<file path="src/hw/rtl/pfb_pkg.sv">
// shared types and constants for the ping flood blocker
`default_nettype none

package pfb_pkg;

  localparam int LIMIT_W    = 8;
  localparam int WINDOW_W   = 16;
  localparam int SPAN_W     = 24;
  localparam int CFG_IDX_W  = 3;
  localparam int CFG_DATA_W = 24;

  typedef enum logic [CFG_IDX_W-1:0] {
    REG_PING_LIMIT     = 3'd0,
    REG_WINDOW_TICKS   = 3'd1,
    REG_BLOCK_TICKS    = 3'd2,
    REG_HOLD_TICKS     = 3'd3,
    REG_CLEAR_TICKS    = 3'd4,
    REG_BLOCKED_PRESET = 3'd5
  } reg_idx_t;

  localparam logic [LIMIT_W-1:0]  PING_LIMIT_RST   = 8'd15;
  localparam logic [WINDOW_W-1:0] WINDOW_TICKS_RST = 16'd150;
  localparam logic [SPAN_W-1:0]   BLOCK_TICKS_RST  = 24'd600;
  localparam logic [SPAN_W-1:0]   HOLD_TICKS_RST   = 24'd600;
  localparam logic [SPAN_W-1:0]   CLEAR_TICKS_RST  = 24'd3000;
  localparam logic                BLOCKED_RST      = 1'b0;

  typedef struct packed {
    logic [LIMIT_W-1:0]  ping_limit;
    logic [WINDOW_W-1:0] window_ticks;
    logic [SPAN_W-1:0]   block_ticks;
    logic [SPAN_W-1:0]   hold_ticks;
    logic [SPAN_W-1:0]   clear_ticks;
    logic                preset_load;
    logic                preset_val;
  } cfg_t;

endpackage

`default_nettype wire

</file>
<file path="src/hw/rtl/pfb_ifs.sv">
// valid/ready channel interfaces for pings, results and register writes
`default_nettype none

interface pfb_in_if #(
  parameter int TIME_BITS = 32
) ();
  logic                 valid;
  logic                 ready;
  logic [TIME_BITS-1:0] now;
  logic                 pre_accept;
  logic                 privileged;

  modport source (output valid, now, pre_accept, privileged, input ready);
  modport sink (input valid, now, pre_accept, privileged, output ready);
endinterface

interface pfb_out_if #(
  parameter int TIME_BITS  = 32,
  parameter int COUNT_BITS = 16
) ();
  logic                  valid;
  logic                  ready;
  logic                  drop;
  logic                  attack_seen;
  logic                  listed_hit;
  logic [COUNT_BITS-1:0] count_now;
  logic [TIME_BITS-1:0]  decay_at;

  modport source (output valid, drop, attack_seen, listed_hit, count_now, decay_at,
                  input ready);
  modport sink (input valid, drop, attack_seen, listed_hit, count_now, decay_at,
                output ready);
endinterface

interface pfb_cfg_if ();
  logic                              valid;
  logic                              ready;
  logic [pfb_pkg::CFG_IDX_W-1:0]     index;
  logic [pfb_pkg::CFG_DATA_W-1:0]    data;

  modport source (output valid, index, data, input ready);
  modport sink (input valid, index, data, output ready);
endinterface

`default_nettype wire

</file>
<file path="src/hw/rtl/pfb_cfg_regs.sv">
// configuration register bank
`default_nettype none

module pfb_cfg_regs (
  input  wire logic                           clk,
  input  wire logic                           rst_n,
  input  wire logic                           wr_en,
  input  wire logic [pfb_pkg::CFG_IDX_W-1:0]  wr_idx,
  input  wire logic [pfb_pkg::CFG_DATA_W-1:0] wr_data,
  output pfb_pkg::cfg_t                       cfg
);
  import pfb_pkg::*;

  logic [LIMIT_W-1:0]  ping_limit_r;
  logic [WINDOW_W-1:0] window_ticks_r;
  logic [SPAN_W-1:0]   block_ticks_r;
  logic [SPAN_W-1:0]   hold_ticks_r;
  logic [SPAN_W-1:0]   clear_ticks_r;
  logic                preset_load;

  always_ff @(posedge clk) begin
    if (!rst_n) begin
      ping_limit_r   <= PING_LIMIT_RST;
      window_ticks_r <= WINDOW_TICKS_RST;
      block_ticks_r  <= BLOCK_TICKS_RST;
      hold_ticks_r   <= HOLD_TICKS_RST;
      clear_ticks_r  <= CLEAR_TICKS_RST;
    end else if (wr_en) begin
      unique case (reg_idx_t'(wr_idx))
        REG_PING_LIMIT:   ping_limit_r   <= wr_data[LIMIT_W-1:0];
        REG_WINDOW_TICKS: window_ticks_r <= wr_data[WINDOW_W-1:0];
        REG_BLOCK_TICKS:  block_ticks_r  <= wr_data[SPAN_W-1:0];
        REG_HOLD_TICKS:   hold_ticks_r   <= wr_data[SPAN_W-1:0];
        REG_CLEAR_TICKS:  clear_ticks_r  <= wr_data[SPAN_W-1:0];
        default: ;
      endcase
    end
  end

  assign preset_load = wr_en && (wr_idx == REG_BLOCKED_PRESET);

  assign cfg.ping_limit   = ping_limit_r;
  assign cfg.window_ticks = window_ticks_r;
  assign cfg.block_ticks  = block_ticks_r;
  assign cfg.hold_ticks   = hold_ticks_r;
  assign cfg.clear_ticks  = clear_ticks_r;
  assign cfg.preset_load  = preset_load;
  assign cfg.preset_val   = wr_data[0];

endmodule

`default_nettype wire

</file>
<file path="src/hw/rtl/pfb_step.sv">
// per-ping window, count, block and deadline update
`default_nettype none

module pfb_step #(
  parameter int TIME_BITS  = 32,
  parameter int COUNT_BITS = 16
) (
  input  wire pfb_pkg::cfg_t           cfg,
  input  wire logic [TIME_BITS-1:0]    now,
  input  wire logic                    pre_accept,
  input  wire logic                    privileged,
  input  wire logic [TIME_BITS-1:0]    first_seen,
  input  wire logic [COUNT_BITS-1:0]   ping_total,
  input  wire logic                    blocked,
  output logic [TIME_BITS-1:0]         first_seen_nxt,
  output logic [COUNT_BITS-1:0]        ping_total_nxt,
  output logic                         blocked_nxt,
  output logic                         drop,
  output logic                         attack_seen,
  output logic                         listed_hit,
  output logic [TIME_BITS-1:0]         decay_at
);
  import pfb_pkg::*;

  localparam int SUM_W = (TIME_BITS > SPAN_W) ? TIME_BITS : SPAN_W;
  localparam int CMP_W = (COUNT_BITS > LIMIT_W) ? COUNT_BITS : LIMIT_W + 1;
  localparam logic [COUNT_BITS-1:0] CNT_MAX = {COUNT_BITS{1'b1}};

  logic [TIME_BITS-1:0]  age;
  logic                  restart;
  logic [COUNT_BITS-1:0] cnt_base;
  logic [CMP_W-1:0]      cnt_c;
  logic [CMP_W-1:0]      limit_c;
  logic [SUM_W-1:0]      hold_sum;
  logic [SUM_W-1:0]      block_sum;
  logic [SUM_W-1:0]      clear_sum;

  assign age      = now - first_seen;
  assign restart  = (ping_total != '0) && (age > TIME_BITS'(cfg.window_ticks)) &&
                    (CMP_W'(ping_total) < CMP_W'(cfg.ping_limit));
  assign cnt_base = restart ? '0 : ping_total;
  assign ping_total_nxt = (cnt_base != CNT_MAX) ? cnt_base + COUNT_BITS'(1) : cnt_base;
  assign first_seen_nxt = ((ping_total == '0) || restart) ? now : first_seen;

  assign cnt_c     = CMP_W'(ping_total_nxt);
  assign limit_c   = CMP_W'(cfg.ping_limit);
  assign hold_sum  = SUM_W'(now) + SUM_W'(cfg.hold_ticks);
  assign block_sum = SUM_W'(now) + SUM_W'(cfg.block_ticks);
  assign clear_sum = SUM_W'(now) + SUM_W'(cfg.clear_ticks);

  always_comb begin
    drop        = 1'b0;
    attack_seen = 1'b0;
    listed_hit  = 1'b0;
    blocked_nxt = blocked;
    decay_at    = hold_sum[TIME_BITS-1:0];
    priority if (pre_accept && (cnt_c <= CMP_W'(1))) begin
      drop = 1'b0;
    end else if (cnt_c > limit_c) begin
      drop = 1'b1;
      if ((cnt_c == limit_c + CMP_W'(1)) && !blocked) begin
        attack_seen = 1'b1;
        if (!privileged) begin
          blocked_nxt = 1'b1;
          decay_at    = block_sum[TIME_BITS-1:0];
        end
      end
    end else if (blocked) begin
      drop       = 1'b1;
      listed_hit = (cnt_c <= CMP_W'(1));
    end else begin
      decay_at = clear_sum[TIME_BITS-1:0];
    end
  end

endmodule

`default_nettype wire

</file>
<file path="src/hw/rtl/ping_flood_blocker.sv">
// top level of the ping flood blocker
// Each accepted ping gives exactly one result. A ping is held in an input register,
// judged by one pass of compare and add logic against the stored window start,
// count and blocked flag, and written with its verdict into the result register,
// where the state is updated at the same edge. The rate is one ping per clock while
// the result side is not stalled; an accepted ping passes the input register and
// then the result register before its result is valid. Register writes are always
// ready; a write to the blocked preset also loads the blocked flag.
`default_nettype none

module ping_flood_blocker #(
  parameter int TIME_BITS  = 32,
  parameter int COUNT_BITS = 16
) (
  input  wire logic  clk,
  input  wire logic  rst_n,
  pfb_in_if.sink     in_if,
  pfb_out_if.source  out_if,
  pfb_cfg_if.sink    cfg_if
);
  import pfb_pkg::*;

  cfg_t cfg;

  logic                  in_vld_r, in_vld_nxt;
  logic [TIME_BITS-1:0]  now_r;
  logic                  pre_r;
  logic                  priv_r;
  logic                  out_vld_r, out_vld_nxt;
  logic                  drop_r, attack_r, listed_r;
  logic [COUNT_BITS-1:0] count_r;
  logic [TIME_BITS-1:0]  decay_r;
  logic [TIME_BITS-1:0]  first_seen_r;
  logic [COUNT_BITS-1:0] total_r;
  logic                  blocked_r, blocked_nxt;

  logic                  in_xfer;
  logic                  adv;
  logic [TIME_BITS-1:0]  first_seen_nxt;
  logic [COUNT_BITS-1:0] total_nxt;
  logic                  step_blocked;
  logic                  step_drop, step_attack, step_listed;
  logic [TIME_BITS-1:0]  step_decay;

  pfb_cfg_regs u_cfg (
    .clk     (clk),
    .rst_n   (rst_n),
    .wr_en   (cfg_if.valid),
    .wr_idx  (cfg_if.index),
    .wr_data (cfg_if.data),
    .cfg     (cfg)
  );

  pfb_step #(
    .TIME_BITS  (TIME_BITS),
    .COUNT_BITS (COUNT_BITS)
  ) u_step (
    .cfg            (cfg),
    .now            (now_r),
    .pre_accept     (pre_r),
    .privileged     (priv_r),
    .first_seen     (first_seen_r),
    .ping_total     (total_r),
    .blocked        (blocked_r),
    .first_seen_nxt (first_seen_nxt),
    .ping_total_nxt (total_nxt),
    .blocked_nxt    (step_blocked),
    .drop           (step_drop),
    .attack_seen    (step_attack),
    .listed_hit     (step_listed),
    .decay_at       (step_decay)
  );

  assign cfg_if.ready = 1'b1;

  assign adv         = in_vld_r && (!out_vld_r || out_if.ready);
  assign in_if.ready = !in_vld_r || adv;
  assign in_xfer     = in_if.valid && in_if.ready;

  assign in_vld_nxt  = in_xfer ? 1'b1 : (adv ? 1'b0 : in_vld_r);
  assign out_vld_nxt = adv ? 1'b1 : (out_if.ready ? 1'b0 : out_vld_r);
  assign blocked_nxt = cfg.preset_load ? cfg.preset_val : (adv ? step_blocked : blocked_r);

  always_ff @(posedge clk) begin
    if (!rst_n) begin
      in_vld_r     <= 1'b0;
      out_vld_r    <= 1'b0;
      first_seen_r <= '0;
      total_r      <= '0;
      blocked_r    <= BLOCKED_RST;
    end else begin
      in_vld_r  <= in_vld_nxt;
      out_vld_r <= out_vld_nxt;
      blocked_r <= blocked_nxt;
      if (adv) begin
        first_seen_r <= first_seen_nxt;
        total_r      <= total_nxt;
      end
    end
  end

  always_ff @(posedge clk) begin
    if (in_xfer) begin
      now_r  <= in_if.now;
      pre_r  <= in_if.pre_accept;
      priv_r <= in_if.privileged;
    end
    if (adv) begin
      drop_r   <= step_drop;
      attack_r <= step_attack;
      listed_r <= step_listed;
      count_r  <= total_nxt;
      decay_r  <= step_decay;
    end
  end

  assign out_if.valid       = out_vld_r;
  assign out_if.drop        = drop_r;
  assign out_if.attack_seen = attack_r;
  assign out_if.listed_hit  = listed_r;
  assign out_if.count_now   = count_r;
  assign out_if.decay_at    = decay_r;

endmodule

`default_nettype wire

</file>
<file path="src/flat_wrapper.sv">
// flat-port wrapper written by rule: the top's interface ports become plain ports
module ping_flood_blocker_flat import pfb_pkg::*;
#(
  parameter int TIME_BITS  = 32,
  parameter int COUNT_BITS = 16
)
  (clk, rst_n, in_if_valid, in_if_now, in_if_pre_accept, in_if_privileged, in_if_ready, out_if_valid, out_if_drop, out_if_attack_seen, out_if_listed_hit, out_if_count_now, out_if_decay_at, out_if_ready, cfg_if_valid, cfg_if_index, cfg_if_data, cfg_if_ready);
  pfb_in_if #(.TIME_BITS(TIME_BITS)) in_if_i ();
  pfb_out_if #(.TIME_BITS(TIME_BITS), .COUNT_BITS(COUNT_BITS)) out_if_i ();
  pfb_cfg_if cfg_if_i ();
  input  wire logic clk;
  input  wire logic rst_n;
  input wire logic [$bits(in_if_i.valid)-1:0] in_if_valid;
  input wire logic [$bits(in_if_i.now)-1:0] in_if_now;
  input wire logic [$bits(in_if_i.pre_accept)-1:0] in_if_pre_accept;
  input wire logic [$bits(in_if_i.privileged)-1:0] in_if_privileged;
  output wire logic [$bits(in_if_i.ready)-1:0] in_if_ready;
  output wire logic [$bits(out_if_i.valid)-1:0] out_if_valid;
  output wire logic [$bits(out_if_i.drop)-1:0] out_if_drop;
  output wire logic [$bits(out_if_i.attack_seen)-1:0] out_if_attack_seen;
  output wire logic [$bits(out_if_i.listed_hit)-1:0] out_if_listed_hit;
  output wire logic [$bits(out_if_i.count_now)-1:0] out_if_count_now;
  output wire logic [$bits(out_if_i.decay_at)-1:0] out_if_decay_at;
  input wire logic [$bits(out_if_i.ready)-1:0] out_if_ready;
  input wire logic [$bits(cfg_if_i.valid)-1:0] cfg_if_valid;
  input wire logic [$bits(cfg_if_i.index)-1:0] cfg_if_index;
  input wire logic [$bits(cfg_if_i.data)-1:0] cfg_if_data;
  output wire logic [$bits(cfg_if_i.ready)-1:0] cfg_if_ready;
  assign in_if_i.valid = in_if_valid;
  assign in_if_i.now = in_if_now;
  assign in_if_i.pre_accept = in_if_pre_accept;
  assign in_if_i.privileged = in_if_privileged;
  assign in_if_ready = in_if_i.ready;
  assign out_if_valid = out_if_i.valid;
  assign out_if_drop = out_if_i.drop;
  assign out_if_attack_seen = out_if_i.attack_seen;
  assign out_if_listed_hit = out_if_i.listed_hit;
  assign out_if_count_now = out_if_i.count_now;
  assign out_if_decay_at = out_if_i.decay_at;
  assign out_if_i.ready = out_if_ready;
  assign cfg_if_i.valid = cfg_if_valid;
  assign cfg_if_i.index = cfg_if_index;
  assign cfg_if_i.data = cfg_if_data;
  assign cfg_if_ready = cfg_if_i.ready;
  ping_flood_blocker #(.TIME_BITS(TIME_BITS), .COUNT_BITS(COUNT_BITS)) u_core (.clk(clk), .rst_n(rst_n), .in_if(in_if_i), .out_if(out_if_i), .cfg_if(cfg_if_i));
endmodule
</file>
<file path="config.mk">
export PLATFORM = sky130hd
export DESIGN_NAME = ping_flood_blocker_flat
export DESIGN_NICKNAME = d
export VERILOG_FILES = /design/src/hw/rtl/pfb_pkg.sv /design/src/hw/rtl/pfb_ifs.sv /design/src/hw/rtl/pfb_cfg_regs.sv /design/src/hw/rtl/pfb_step.sv /design/src/hw/rtl/ping_flood_blocker.sv /design/src/flat_wrapper.sv
export SDC_FILE = /design/constraint.sdc
export NUM_CORES = 1
export LEC_CHECK = 0
export BUFFER_PORTS_ARGS = -buffer_cell sky130_fd_sc_hd__buf_2
export CAP_MARGIN = 20
export CORE_ASPECT_RATIO = 0.75
export CORE_MARGIN = 2
export CORE_UTILIZATION = 45
export DETAILED_ROUTE_END_ITERATION = 10
export GPL_TIMING_DRIVEN = 1
export PLACE_DENSITY = 0.7
export RECOVER_POWER = 50
export SKIP_CTS_REPAIR_TIMING = 1
export SLEW_MARGIN = 20
export SYNTH_ARGS = -nofsm -noshare
export SYNTH_HDL_FRONTEND = slang
export SYNTH_HIERARCHICAL = 1
export SYNTH_SLANG_ARGS = --single-unit
</file>
<file path="constraint.sdc">
create_clock -name clk -period 13.4 [get_ports clk]
set_input_delay 0 -clock clk [delete_from_list [all_inputs] [get_ports clk]]
set_output_delay 0 -clock clk [all_outputs]
set_load 0.005 [all_outputs]
</file>
After elaboration in Yosys (flattened, before gate mapping)
Index checks and enable logic that the tools add are counted.

Bitwise logic cells: 2. Reduce and logical (&&, ||, !) cells: 30. Equal/unequal tests: 9. Add/subtract/negate cells: 6. $lt $le $gt $ge: 4. Multiplexer cells: 20.

Operator list (number): $mux W32 (5); $add A32 B24 Y32 (3); $gt A32 B16 Y1 (1); $mux W16 (2); $sub A32 B32 Y32 (1); $add A16 B1 Y16 const B (1); $eq A16 B9 Y1 (1); $gt A16 B8 Y1 (1); $le A16 B1 Y1 const B (1); $logic_not A16 Y1 (1); $lt A16 B8 Y1 (1); $ne A16 B16 Y1 const B (1); $reduce_bool A16 Y1 (1); $mux W1 (13); $reduce_and A2 Y1 (6); $reduce_bool A2 Y1 (5); $add A8 B1 Y9 const B (1); $logic_and A1 B1 Y1 (7); $eq A3 B2 Y1 const B (2); $eq A3 B3 Y1 const B (2); $reduce_and A5 Y1 (1); $eq A3 B1 Y1 const B (1); $logic_not A1 Y1 (3); $logic_not A3 Y1 (1); other kinds (6) (9).

Output and inout port bits: 54. Flip-flop bits (word level): 232. Word-level logic and storage cells: 89. Bits of input ports: 66.

Longest topological paths before layout
Depth after elaboration: 14. Gate-level depth with buffers: 48. Depth with buffers taken out: 45.

By module
The synthesis kept the hierarchy.

Modules (own cells, without submodules): pfb_step (instances 1, cells each 1225, area each 8131.5 µm²); ping_flood_blocker (instances 1, cells each 323, area each 4639.4 µm²); pfb_cfg_regs (instances 1, cells each 358, area each 3683.5 µm²).

Worst setup path after synthesis
OpenSTA, ideal clock, no wires.

Path kind: register -> register. From: reg u_core.now_r[0]. To: reg u_core.decay_r[30], in the netlist u_core/out_if.decay_at[30] (data pin). Period minus slack after synthesis: 8.974 ns. Buffers on the path: 2. Cell stages (with the launch flop): 47. Arrival time: 8.715 ns. Required time: 13.141 ns. Path slack: 4.426 ns. Cells stage by stage: edfxtp_1 inv_1 ha_1 fa_1 nand2b_1 a21oi_1 a21boi_2 o221ai_2 and2_1 o21a_1 nor2_1 xnor2_1 ha_1 and4_1 nand4_1 nor3_1 o2111ai_1 nor4_1 (+11 left out) and3_1 and4_1 nor3_2 ha_1 o21a_1 o21ai_0 nand2b_1 a21oi_1 nor2_1 a211oi_1 a21oi_1 or2_2 clkbuf_1 and2_1 o31a_1 a211o_1 nand4_1 xnor2_1.

Word-level cells in the longest chain between the ends: 12. Elaborated cells on any way between the ends: 21. Those cells by class: add/sub: 5; order compare: 3; eq/ne: 2; mux: 7; reduce/logical: 4.

RTL lines: start: declaration (line ping_flood_blocker.sv:26) `logic [TIME_BITS-1:0] now_r;`; start signal: assignment (line ping_flood_blocker.sv:104) `now_r <= in_if.now;`; $sub A32 B32 Y32 * (line pfb_step.sv:38) `assign age = now - first_seen;`; $gt A32 B16 Y1 * (line pfb_step.sv:39) `assign restart = (ping_total != '0) && (age > TIME_BITS'(cfg.window_ticks)) &&`; $logic_and A1 B1 Y1 * (2 in series) (line pfb_step.sv:39); $mux W16 * (line pfb_step.sv:41) `assign cnt_base = restart ? '0 : ping_total;`; $add A16 B1 Y16 / $ne A16 B16 Y1 (equally long branches) (line pfb_step.sv:42) `assign ping_total_nxt = (cnt_base != CNT_MAX) ? cnt_base + COUNT_BITS'(1) : cnt_base;`; $mux W16 * (line pfb_step.sv:42); net u_core.total_nxt[2] (line ping_flood_blocker.sv:40) `logic [COUNT_BITS-1:0] total_nxt;`; branches (longest 4 deep; another with $gt A16 B8 Y1); $mux W32 * (line pfb_step.sv:57) `priority if (pre_accept && (cnt_c <= CMP_W'(1))) begin`; net u_core.step_decay[30] (line ping_flood_blocker.sv:43) `logic [TIME_BITS-1:0] step_decay;`; end signal: assignment (line ping_flood_blocker.sv:113) `decay_r <= step_decay;`; end: declaration (line ping_flood_blocker.sv:32) `logic [TIME_BITS-1:0] decay_r;`.

Mark *: on every way through the listed nets, which the timed path passes. A chain may end at the register's enable or synchronous reset.

Final worst setup path
From: reg u_core.now_r[0]. To: reg u_core.decay_r[1], in the netlist u_core/out_if.decay_at[1] (data pin).

The elaborated chain is that of the path after synthesis.

==> impl_results.md <==
* DPL Wire Length at 38200 um
* Failing checks: negative hold slack, max-capacitance violations, max-slew violations
* CTS buffer count at 26
* Int Power at 1.32 mW
* Leading area contributor after synthesis: dfxtp_1
* Layout cells sized above 1 at 0.0800
* Syn. warnings at 6
* Vias in the first global route at 13800
* CP Capture Type: flop
* Final hold vios at 1
* Detailed-route via count at 15100
* Final min period at 11.79 ns
* Vias per cell at 5.99
* Final Max Tran Viols at 356
* Pwr per Cell Area at 102 nW/um^2
* Commonest non-fill, non-tap cell in the layout: nand2_1
* Worst path max stage delay at 0.84 ns
* Pin count of the biggest net entering global routing at 89
* Max-Cap Viols at 6
* Cells after synthesis at 1906
* CP Max Fanout at 23
* EDFF count, synth at 85
* Hold depth at 4
* Port buffer count at 118
* Sw Share at 0.308
* WL final at 53000 um
* Final Cycle Share at 0.880
* Max_slew headroom at -1.25
* Reg2Reg Depth at 44
* CTS tree: built
* Final hold slack at -0.00853 ns
* Die Width at 225 um
* Starting DRT DRC Count at 1587
* CTS clock-pin slew for the worst setup and hold paths at 0.07 ns
* H-Tree Depth at 1
* DRT antenna net count at 0
* Clock latency on the worst-skew pair at 0.56 ns
* Syn Nets at 2112
* Post-Syn Area at 16500 um^2
* CTS Root Cell: clkbuf_16
* Core Rows at 60
* Outcome: complete, but fails checks
* Fill cell count at 3282
* Final core occ at 0.518
* Top post-synthesis cells by area: dfxtp_1 18%, edfxtp_1 16%, ha_1 10%, mux2i_1 6.3%, nand2_1 4.9%
* Grt total ovfl at 0
* Net Sw Power at 588 uW
* Core area at 36000 um^2
* CP Data Required Time at 13.78 ns
* Clk network pwr share at 0.372
* Drt pass-1 iters at 6
* Initial Util at 0.458
* Post-synth ARST share at 0
* GRT Total Usage at 0.269
* Reg power frac at 0.415
* Leak at 7.66 nW
* Startpoint types: flop
* Syn avg cell area at 8.63 um^2
* # diodes at 0
* CP Class: reg2reg
* Logic pwr share at 0.213
* RSZ-0062 raised after global routing: no
* IO Count at 120
* Fin nets at 2235
* Slew @ Worst Pin at 3.38 ns
* Sink Count at 232
* Post-synth cell types at 88
* Synth top area share at 0.179
* Arrival @ worst endpoint at 12.17 ns
* Die footprint at 38100 um^2
* # setup viols final at 0
* GPL Wtd Cong at 0.953
* CP max stage cell: or4b_1
* Top FF cell, synth: dfxtp_1
* Worst hold path class: in2reg
* P&R area growth vs syn at 13.3%
* DR WL/cell at 21.1 um
* Worst VDD drop at 0.0890 mV
* Initial antenna violation count at 0
* Flops & latches, synth at 232
* DRC at 0
* DIE HEIGHT at 170 um
* F_max at 84.8 MHz
* Sequential fraction of the synthesis area at 0.334
* Setup_tns at 0 ns
* Clk_skew at 0.0152 ns
* Commonest non-fill, non-tap cells in the layout: 216 x nand2_1, 146 x dfxtp_1, 139 x o21ai_0, 136 x ha_1, 110 x a21oi_1
* First-pass GRT wire length at 79800 um
* Clock Tree Buf Depth at 3
==> path summary, 6_finish.rpt <==
path	startpoint	endpoint	slack, ns
setup / recovery	u_core/now_r[0]	u_core/out_if.decay_at[1]	1.61
hold / removal	cfg_if_index[0]	u_core/blocked_r	-0.009
setup reg to reg	u_core/now_r[0]	u_core/out_if.decay_at[1]	1.61
hold reg to reg	u_core/u_cfg/window_ticks_r[11]	u_core/u_cfg/window_ticks_r[11]	0.46
==> kinds of logic (layout without fill, tap and decap cells) <==
group | after synthesis | count (layout) | synth area share
xor gates and xnor gates | 96 | 96 | 0.0511
DFF | 232 | 232 | 0.334
other | 1 | 1 | 0.000228
AOI/OAI and AO/OA | 537 | 537 | 0.211
buffers and inverters | 188 | 331 | 0.0491
muxes | 108 | 108 | 0.0660
and+or+nand+nor | 604 | 604 | 0.181
adders and majority gates | 140 | 140 | 0.108
==> state kept, by name, summed over array words and instances (netlist names), 8 cells and up <==
signal / flops
u_core/u_cfg/window_ticks_r: 16
u_core/now_r: 32
u_core/u_cfg/clear_ticks_r: 24
u_core/out_if.count_now: 16
u_core/total_r: 16
u_core/u_cfg/block_ticks_r: 24
u_core/out_if.decay_at: 32
u_core/u_cfg/ping_limit_r: 8
u_core/first_seen_r: 32
u_core/u_cfg/hold_ticks_r: 24
==> layer usage <==
metal | routed length [um] | global-route usage
met1 | 25000 | 0.395
met2 | 22400 | 0.402
met3 | 4120 | 0.0481
met4 | 1480 | 0.0743
met5 | 0 | 0
==> area by class of cell <==
cell class                 count  area [um^2]  share of cell area
multi-input combinational   1486        10200               0.546
timing repair buffer         189         1210              0.0649
inverter                      94          353              0.0189
clock inverter                21          171             0.00919
tap                          465          582              0.0312
sequential                   232         5500               0.295
clock buffer                  27          654              0.0351
==> synth_stat cells (15+ instances only) <==
cell	instances
dfxtp_1	147
clkbuf_1	49
nor3_1	30
a31oi_1	21
o21ai_0	139
xor2_1	36
o31ai_1	15
nand2_1	216
xnor2_1	60
inv_1	93
edfxtp_1	85
nand4_1	18
nor2b_1	50
a21boi_1	47
nand3_1	89
a21oi_1	110
nand2b_1	21
ha_1	136
a211oi_1	21
mux2i_1	104
nor2_1	93
buf_2	21
o21a_1	27
a21o_1	33
==> worst max-delay path, delay by kind of cell, from the launching register on <==
family / cells / cell delay (ns)
AOI/OAI and AO/OA: 15 / 2.86
DFF: 1 / 0.44
and+or+nand+nor: 21 / 6.37
buffers and inverters: 2 / 0.15
xor gates and xnor gates: 1 / 0.13
adders and majority gates: 5 / 1.61
==> through the flow <==
stage	cell area [um^2]	total power [mW]	setup WS, ns	hold slack (ns)	std cells
final	18600	1.91	1.61	-0.00853	2514
after global routing	18600	1.98	0.757	0.00676	2514
after CTS	18100	1.90	1.98	-0.419	2454
after detailed placement	17300	1.19	2.03	0.178	2406
after global placement	17300	1.18	2.45	0.178	2406
after floorplan	16500	1.07	4.43	0.0989	1906
==> power by group through the flow <==
stage               registers [mW]  logic, mW  clock network (mW)
finish                       0.792      0.407               0.709
CTS                          0.790      0.385               0.722
global route                 0.794      0.444               0.746
floorplan                    0.793      0.276                   0
global placement             0.805      0.378                   0
detailed placement           0.805      0.383                   0
Note: power is estimated with default switching activity, not from simulation.
